$ cat src/smp_pkg.sv
// Package for the SHA message padder: job word passed from the front end
// to the back end, command codes and padding constants. No dependencies.
package smp_pkg;

    // Input command codes
    localparam logic CMD_DATA   = 1'b0;
    localparam logic CMD_FINISH = 1'b1;

    // Configuration: hash mode codes
    localparam logic MODE_SHA256 = 1'b0;   // 64-byte block, 8-byte length
    localparam logic MODE_SHA512 = 1'b1;   // 128-byte block, 16-byte length

    localparam logic [7:0] PAD_MARK      = 8'h80;
    localparam logic [7:0] BLOCK_BYTES_S = 8'd64;
    localparam logic [7:0] BLOCK_BYTES_L = 8'd128;
    localparam logic [7:0] MIN_PAD_S     = 8'd9;    // length field plus marker
    localparam logic [7:0] MIN_PAD_L     = 8'd17;
    localparam logic [3:0] FULL_WORD     = 4'd8;
    localparam logic [3:0] ONE_BYTE      = 4'd1;

    // One classified item: a message byte or a complete padding job
    typedef struct packed {
        logic        is_finish;
        logic [7:0]  data_byte;
        logic        mode;
        logic [3:0]  first_count;   // bytes in the first padding word
        logic [4:0]  word_total;    // padding words, 2 to 18
        logic [63:0] bit_len_low;
        logic [63:0] bit_len_high;
    } job_t;

endpackage

$ cat src/sha_message_padder_unit.sv
// SHA message padder, top level: front end, job queue and back end.
// Depends on smp_pkg, smp_front, smp_queue and smp_back.
//
// Usage:
//   Input channel (in_valid/in_ready): one word per item, command selects a
//   message byte (data_byte) or finish. Each message byte comes out as one
//   word, byte in the top lane, out_count 1, is_padding 0. Finish emits the
//   padding: 0x80, zeros to the block boundary, then the big-endian bit
//   length; an extra block is added when the length field does not fit.
//   Padding words carry 8 bytes, bar the first (n mod 8 bytes, or 8), and
//   the final word has last set. The byte counter clears after finish.
//   Config channel (cfg_valid/cfg_ready, always ready): hash_mode, 0 for a
//   64-byte block with 8-byte length, 1 for 128-byte block, 16-byte length.
//   Write it only while the block is idle; it is sampled at finish.
//   A word passes the job queue and then the output register on its way out.
//   Throughput: message bytes one per cycle while the receiver takes them; a
//   finish holds the back end for its padding words, 2 to 18 of them (one word
//   per cycle from the output register). The front keeps accepting until the
//   job queue (QUEUE_DEPTH entries) is full.
//   Reset: counter cleared, hash_mode 0, queue and output register empty.
//   A stalled receiver holds the output word; the queue then fills and
//   in_ready drops.
module sha_message_padder_unit #(
    parameter int QUEUE_DEPTH = 2
) (
    input  logic        clk,
    input  logic        rst_n,
    input  logic        in_valid,
    output logic        in_ready,
    input  logic        command,
    input  logic [7:0]  data_byte,
    input  logic        cfg_valid,
    output logic        cfg_ready,
    input  logic        hash_mode,
    output logic        out_valid,
    input  logic        out_ready,
    output logic [63:0] out_data,
    output logic [3:0]  out_count,
    output logic        is_padding,
    output logic        last
);
    import smp_pkg::*;

    job_t front_job;
    job_t head_job;
    logic q_can_push;
    logic q_head_valid;
    logic q_pop;
    logic in_take;

    assign cfg_ready = 1'b1;
    assign in_ready  = q_can_push;
    assign in_take   = in_valid && q_can_push;

    smp_front u_front (
        .clk       (clk),
        .rst_n     (rst_n),
        .cfg_we    (cfg_valid),
        .cfg_mode  (hash_mode),
        .in_take   (in_take),
        .command   (command),
        .data_byte (data_byte),
        .job       (front_job)
    );

    smp_queue #(
        .DEPTH (QUEUE_DEPTH)
    ) u_queue (
        .clk        (clk),
        .rst_n      (rst_n),
        .push       (in_take),
        .push_job   (front_job),
        .can_push   (q_can_push),
        .pop        (q_pop),
        .head_valid (q_head_valid),
        .head_job   (head_job)
    );

    smp_back u_back (
        .clk        (clk),
        .rst_n      (rst_n),
        .head_valid (q_head_valid),
        .head_job   (head_job),
        .pop        (q_pop),
        .out_valid  (out_valid),
        .out_ready  (out_ready),
        .out_data   (out_data),
        .out_count  (out_count),
        .is_padding (is_padding),
        .last       (last)
    );

    // Final padding word is always a full length word
    a_last_full: assert property (@(posedge clk) disable iff (!rst_n)
        out_valid && last |-> is_padding && (out_count == FULL_WORD))
        else $error("last word not a full padding word");

    // Pass-through words carry exactly one byte in the top lane
    a_data_word: assert property (@(posedge clk) disable iff (!rst_n)
        out_valid && !is_padding |-> (out_count == ONE_BYTE) && !last
                                     && (out_data[55:0] == 56'd0))
        else $error("malformed data word");

    // A finish accepted with an empty pipeline produces a marker word once it has passed the queue and output register
    a_finish_marker: assert property (@(posedge clk) disable iff (!rst_n)
        in_valid && in_ready && (command == CMD_FINISH) && !q_head_valid && !out_valid
        |=> ##1 out_valid && is_padding && (out_data[63:56] == PAD_MARK))
        else $error("padding does not open with the marker byte");

endmodule

$ cat src/smp_front.sv
// Front end of the SHA message padder: byte counter, mode register and
// classification of each input word into a job. Depends on smp_pkg.
module smp_front (
    input  logic          clk,
    input  logic          rst_n,
    input  logic          cfg_we,
    input  logic          cfg_mode,
    input  logic          in_take,
    input  logic          command,
    input  logic [7:0]    data_byte,
    output smp_pkg::job_t job
);
    import smp_pkg::*;

    logic        mode_reg, mode_next;
    logic [63:0] count_low_reg, count_low_next;
    logic [63:0] count_high_reg, count_high_next;

    logic [6:0]  used;
    logic [7:0]  block_bytes;
    logic [7:0]  min_pad;
    logic [7:0]  pad_raw;
    logic [7:0]  pad_len;
    logic [7:0]  pad_round;
    logic        is_finish;

    assign is_finish   = (command == CMD_FINISH);
    assign used        = (mode_reg == MODE_SHA512) ? count_low_reg[6:0]
                                                   : {1'b0, count_low_reg[5:0]};
    assign block_bytes = (mode_reg == MODE_SHA512) ? BLOCK_BYTES_L : BLOCK_BYTES_S;
    assign min_pad     = (mode_reg == MODE_SHA512) ? MIN_PAD_L : MIN_PAD_S;
    assign pad_raw     = block_bytes - {1'b0, used};
    assign pad_len     = (pad_raw < min_pad) ? pad_raw + block_bytes : pad_raw;
    assign pad_round   = pad_len + 8'd7;

    always_comb
    begin
        job              = '0;
        job.is_finish    = is_finish;
        job.data_byte    = data_byte;
        job.mode         = mode_reg;
        job.first_count  = (pad_len[2:0] == 3'd0) ? FULL_WORD : {1'b0, pad_len[2:0]};
        job.word_total   = pad_round[7:3];
        job.bit_len_low  = {count_low_reg[60:0], 3'b000};
        job.bit_len_high = {count_high_reg[60:0], count_low_reg[63:61]};
    end

    always_comb
    begin
        mode_next       = cfg_we ? cfg_mode : mode_reg;
        count_low_next  = count_low_reg;
        count_high_next = count_high_reg;
        if (in_take)
        begin
            if (is_finish)
            begin
                count_low_next  = '0;
                count_high_next = '0;
            end
            else
            begin
                count_low_next = count_low_reg + 64'd1;
                if (&count_low_reg)
                    count_high_next = count_high_reg + 64'd1;
            end
        end
    end

    always_ff @(posedge clk or negedge rst_n)
    begin
        if (!rst_n)
        begin
            mode_reg       <= MODE_SHA256;
            count_low_reg  <= '0;
            count_high_reg <= '0;
        end
        else
        begin
            mode_reg       <= mode_next;
            count_low_reg  <= count_low_next;
            count_high_reg <= count_high_next;
        end
    end

endmodule

$ cat src/smp_queue.sv
// Short job queue between front and back end of the SHA message padder.
// Show-ahead read of the head entry. Depends on smp_pkg.
module smp_queue #(
    parameter int DEPTH = 2
) (
    input  logic          clk,
    input  logic          rst_n,
    input  logic          push,
    input  smp_pkg::job_t push_job,
    output logic          can_push,
    input  logic          pop,
    output logic          head_valid,
    output smp_pkg::job_t head_job
);
    import smp_pkg::*;

    localparam int PTR_W = (DEPTH > 1) ? $clog2(DEPTH) : 1;
    localparam int CNT_W = $clog2(DEPTH + 1);
    localparam logic [PTR_W-1:0] LAST_PTR = PTR_W'(DEPTH - 1);
    localparam logic [CNT_W-1:0] FULL_CNT = CNT_W'(DEPTH);

    job_t             store [DEPTH];
    logic [PTR_W-1:0] wr_ptr_reg, wr_ptr_next;
    logic [PTR_W-1:0] rd_ptr_reg, rd_ptr_next;
    logic [CNT_W-1:0] fill_reg, fill_next;

    assign can_push   = (fill_reg != FULL_CNT);
    assign head_valid = (fill_reg != '0);
    assign head_job   = store[rd_ptr_reg];

    always_comb
    begin
        wr_ptr_next = wr_ptr_reg;
        rd_ptr_next = rd_ptr_reg;
        fill_next   = fill_reg;
        if (push)
            wr_ptr_next = (wr_ptr_reg == LAST_PTR) ? '0 : wr_ptr_reg + PTR_W'(1);
        if (pop)
            rd_ptr_next = (rd_ptr_reg == LAST_PTR) ? '0 : rd_ptr_reg + PTR_W'(1);
        if (push && !pop)
            fill_next = fill_reg + CNT_W'(1);
        else if (pop && !push)
            fill_next = fill_reg - CNT_W'(1);
    end

    always_ff @(posedge clk)
    begin
        if (push)
            store[wr_ptr_reg] <= push_job;
    end

    always_ff @(posedge clk or negedge rst_n)
    begin
        if (!rst_n)
        begin
            wr_ptr_reg <= '0;
            rd_ptr_reg <= '0;
            fill_reg   <= '0;
        end
        else
        begin
            wr_ptr_reg <= wr_ptr_next;
            rd_ptr_reg <= rd_ptr_next;
            fill_reg   <= fill_next;
        end
    end

endmodule

$ cat src/smp_back.sv
// Back end of the SHA message padder: walks each job into output words
// and holds them in the output register. Depends on smp_pkg.
module smp_back (
    input  logic          clk,
    input  logic          rst_n,
    input  logic          head_valid,
    input  smp_pkg::job_t head_job,
    output logic          pop,
    output logic          out_valid,
    input  logic          out_ready,
    output logic [63:0]   out_data,
    output logic [3:0]    out_count,
    output logic          is_padding,
    output logic          last
);
    import smp_pkg::*;

    logic [4:0]  idx_reg, idx_next;
    logic        valid_reg, valid_next;
    logic [63:0] data_reg;
    logic [3:0]  count_reg;
    logic        pad_reg;
    logic        last_reg;

    logic [4:0]  rem;          // words still to follow this one
    logic        load;
    logic        head_done;
    logic [63:0] word;
    logic [3:0]  word_count;

    assign rem       = head_job.word_total - 5'd1 - idx_reg;
    assign load      = head_valid && (!valid_reg || out_ready);
    assign head_done = !head_job.is_finish || (rem == 5'd0);
    assign pop       = load && head_done;

    always_comb
    begin
        word       = '0;
        word_count = FULL_WORD;
        if (!head_job.is_finish)
        begin
            word       = {head_job.data_byte, 56'd0};
            word_count = ONE_BYTE;
        end
        else if (idx_reg == 5'd0)
        begin
            word       = {PAD_MARK, 56'd0};
            word_count = head_job.first_count;
        end
        else if (rem == 5'd0)
            word = head_job.bit_len_low;
        else if ((head_job.mode == MODE_SHA512) && (rem == 5'd1))
            word = head_job.bit_len_high;
    end

    always_comb
    begin
        idx_next   = idx_reg;
        valid_next = valid_reg;
        if (load)
        begin
            idx_next   = head_done ? 5'd0 : idx_reg + 5'd1;
            valid_next = 1'b1;
        end
        else if (out_ready)
            valid_next = 1'b0;
    end

    always_ff @(posedge clk)
    begin
        if (load)
        begin
            data_reg  <= word;
            count_reg <= word_count;
            pad_reg   <= head_job.is_finish;
            last_reg  <= head_job.is_finish && (rem == 5'd0);
        end
    end

    always_ff @(posedge clk or negedge rst_n)
    begin
        if (!rst_n)
        begin
            idx_reg   <= '0;
            valid_reg <= 1'b0;
        end
        else
        begin
            idx_reg   <= idx_next;
            valid_reg <= valid_next;
        end
    end

    assign out_valid  = valid_reg;
    assign out_data   = data_reg;
    assign out_count  = count_reg;
    assign is_padding = pad_reg;
    assign last       = last_reg;

endmodule
$ cat config.mk
export PLATFORM = sky130hd
export DESIGN_NAME = sha_message_padder_unit
export DESIGN_NICKNAME = d
export VERILOG_FILES = /design/src/smp_pkg.sv /design/src/sha_message_padder_unit.sv /design/src/smp_front.sv /design/src/smp_queue.sv /design/src/smp_back.sv
export SDC_FILE = /design/constraint.sdc
export NUM_CORES = 1
export LEC_CHECK = 0
export ABC_AREA = 1
export CAP_MARGIN = 0
export CORE_MARGIN = 4
export CORE_UTILIZATION = 45
export CTS_CLUSTER_SIZE = 8
export DETAILED_ROUTE_END_ITERATION = 10
export DONT_BUFFER_PORTS = 1
export HOLD_SLACK_MARGIN = 0.1
export PLACE_DENSITY_LB_ADDON = 0.1
export RECOVER_POWER = 100
export SLEW_MARGIN = 20
export SYNTH_ARGS = -nofsm -noshare
export SYNTH_HDL_FRONTEND = slang
export SYNTH_SLANG_ARGS = --single-unit
$ cat constraint.sdc
create_clock -name clk -period 10.3 [get_ports clk]
set_input_delay 2.06 -clock clk [delete_from_list [all_inputs] [get_ports clk]]
set_output_delay 2.06 -clock clk [all_outputs]
set_load 0.1 [all_outputs]
==> flow_summary.ini <==
[sta]
max_slew_margin_pct = -176.5
setup_viol = 0
fmax_mhz = 135.7
skew_ps = 17.16
fin_crit_ps = 7369
period_share_pct = 71.54
tightest_slew_ps = 4148
finalMaxSlewViolations = 648
rsz0062_at_grt = false
fin_setup_tns_ps = 0
hold_viol_final = 0

[grt]
track_usage_pct = 23.40
grt_pass1_wl_mm = 102.2
antenna_found_initial = 0
grt_overflow = 0
grt_pass1_vias = 16930
grt_max_degree = 145

[detailed_routing]
drc = 0
routed_via_density = 5.371
wl_mm = 66.68
routedWlPerCell_um = 19.87
drt_iter0_drc = 1626
vias = 18030
drt_pre_antenna_iters = 5
postRouteAntennaNets = 0

[outcome]
outcome = complete, but fails checks
failed_checks = capacitance limit, slew limit

[critical_path]
rr_startpoint = u_queue.fill_reg[0]$_DFFE_PN0P_
cp.arrival_ps = 7460
crit_required_ps = 10390
rrSetupSlack_ps = 2930
critPathMostFrequentCell = nand2_1
rr_worst_depth = 5
timing.critical_path.buf_inv = 2
slowest_delay_ps = 2990
slowest_stage = clkbuf_1
crit_chain = inv_1 > nand2_1 > nand2_1 > nor2_1 > clkbuf_1
crit_family = simple AND/OR/NAND/NOR gates
startpoint_type = flip-flop
cp_max_fo = 71
criticalPathCategory = reg -> reg
endpoint_kind = flip-flop
timing.rr.end = u_queue.store[0][40]$_DFFE_PP_

[placed_design]
io_buffers = 0
dpl_cell_area_mm2 = 0.02416
hpwl_mm = 45.42
gp_congestion = 0.8974
post-place-cells = 3224

[synth]
ys_ff_latch = 494
synth_area_mm2 = 0.02352
synth_cell_type_count = 43
synthXorXnorAreaFrac_pct = 1.154
synth_compound_area_share_pct = 4.659
synth.avg_cell_area_um2 = 8.985
synth_edf_count = 358
yosys_warnings = 0
synthCells = 2618
synth_simple_gate_area_share_pct = 28.10
synth.net_count = 2651
synth_top_family_by_area = simple AND/OR/NAND/NOR gates
synth_seq_area_share_pct = 60.17
async_flop_share_pct = 27.53
yosys.area_share.adder_pct = 0.9893
muxShareOfSynthArea_pct = 0.4255
ys.flop_type = edfxtp_1

[worst_hold_path]
hold_end = u_queue.fill_reg[0]$_DFFE_PN0P_
hold_path_depth = 1
hp-class = reg -> reg
holdCritStartpoint = u_queue.fill_reg[0]$_DFFE_PN0P_

[finish]
largest_reg_flops = 288
fin_util_pct = 50.66
layout.nets = 2650
synthToLayoutAreaGrowth_pct = 10.94
fillers = 4838
layout.cells.non_filler = 3356
design_area_mm2 = 0.02610
drive_gt1_share_pct = 4.372
antenna_cells = 0

[clocking]
cts_max_level = 3
cts_tree = yes
clock_latency_ps = 600
cts_setup_buffers = 0
cts_buffers = 71
clock-sinks = 494
hold_buffers = 0
cts_root_buf = clkbuf_16
post_cts_resized = 0
clk_pin_slew_ps = 50
clk_path_buf_depth = 3

[die]
fp.dieArea_mm2 = 0.05600
core_mm2 = 0.05151
start_util_pct = 45.67
die_h_um = 236.6
num_io_pins = 88
rows = 83
die_w_um = 236.6

[power]
irDropWorstVdd_uv = 231.9
p_per_area_mw_per_mm2 = 308.3
leakage_uw = 0.01005
total_power_uw = 8045

[flow_run]
max_cap_viol_count = 11
## report_power, final
part	switching (uW)	total (uW)	internal (uW)
sequential	1200	4020	2810
combinational	1450	1870	419
clock	857	2160	1300
## worst reg2reg max path, stage by stage (launching register included)
cell and delay [ps]:
dfrtp_1 380, inv_1 120, nand2_1 710, nand2_1 760, nor2_1 1810, clkbuf_1 3000
## how the worst max path moves through the flow
stage                                          from                         endpoint  slack (ps)  cells after the start
global placement     u_queue.rd_ptr_reg$_DFFE_PN0P_  u_queue.fill_reg[1]$_DFFE_PN0P_        4860                     14
floorplan                                  in_valid    u_queue.store[1][0]$_DFFE_PP_        1210                      3
global route        u_queue.fill_reg[0]$_DFFE_PN0P_   u_queue.store[0][42]$_DFFE_PP_        2230                      5
detailed placement   u_queue.rd_ptr_reg$_DFFE_PN0P_  u_queue.fill_reg[1]$_DFFE_PN0P_        4840                     14
finish              u_queue.fill_reg[0]$_DFFE_PN0P_   u_queue.store[0][40]$_DFFE_PP_        2930                      5
CTS                  u_queue.rd_ptr_reg$_DFFE_PN0P_  u_queue.fill_reg[1]$_DFFE_PN0P_        4830                     14
## Yosys cell counts (all sizes together) (2+ instances only)
master | n | area share, %
nor3b | 5 | 0.16
a2bb2oi | 2 | 0.074
nor2 | 309 | 5.1
xor2 | 25 | 0.93
and2 | 3 | 0.080
xnor2 | 6 | 0.22
nor4 | 3 | 0.080
nand2 | 946 | 15
clkbuf | 59 | 0.94
o22ai | 2 | 0.053
a31oi | 4 | 0.11
nand4 | 52 | 1.4
buf | 32 | 0.79
clkinv | 2 | 0.032
and3 | 5 | 0.13
nor3 | 26 | 0.57
inv | 171 | 2.7
o21ai | 95 | 2.1
ha | 17 | 0.90
or2 | 17 | 0.45
a21oi | 80 | 1.7
edfxtp | 358 | 46
dfrtp | 136 | 14
o21bai | 14 | 0.45
mux2i | 10 | 0.43
nand3 | 231 | 4.9
nand3b | 3 | 0.096
## cells in the final DEF (no fill, tap or decap), drive strengths merged, types with 17 or more instances in the layout
cell type and n:
o21ai 95, nand3 231, inv 175, edfxtp 358, nand4 52, nand2 946
xor2 25, a21oi 80, ha 17, nor3 26, or2 17, dfrtp 136
nor2 309, clkbuf 134
## cell families (layout without fill, tap and decap cells)
kind of cell               Yosys count  in the layout
AOI/OAI and AO/OA                  200            200
xor gates and xnor gates            31             31
adders and majority gates           18             18
buffers and inverters              264            322
DFF                                494            494
muxes                               10             10
other                                1              1
and+or+nand+nor                   1600           1600
## layout make-up
cell class	instances	area, um2	share of cell area (%)
Tap cell	680	850.8	3.260
Sequential cell	494	14150	54.24
Inverter	173	653.1	2.503
Multi-Input combinational cell	1860	8277	31.72
Clock inverter	7	87.58	0.3356
Clock buffer	125	1979	7.585
Timing Repair Buffer	17	95.09	0.3644
## per-layer routing
metal | GRT usage [%] | vias up | routed length (um)
met1 | 33.78 | 8669 | 30220
met5 | 0 | - | 0
met3 | 5.229 | 80 | 5136
met4 | 5.980 | 0 | 1226
li1 | - | 8702 | -
met2 | 36.19 | 575 | 30100
## metrics by stage
step	hold WS, ps	setup slack, ps
6_report	506.7	2931
3_3_place_gp	509.5	4858
3_5_place_dp	512.4	4836
5_1_grt	525.7	2229
4_1_cts	522.8	4825
2_1_floorplan	480.5	1211
Note: power is estimated with default switching activity, not from simulation.
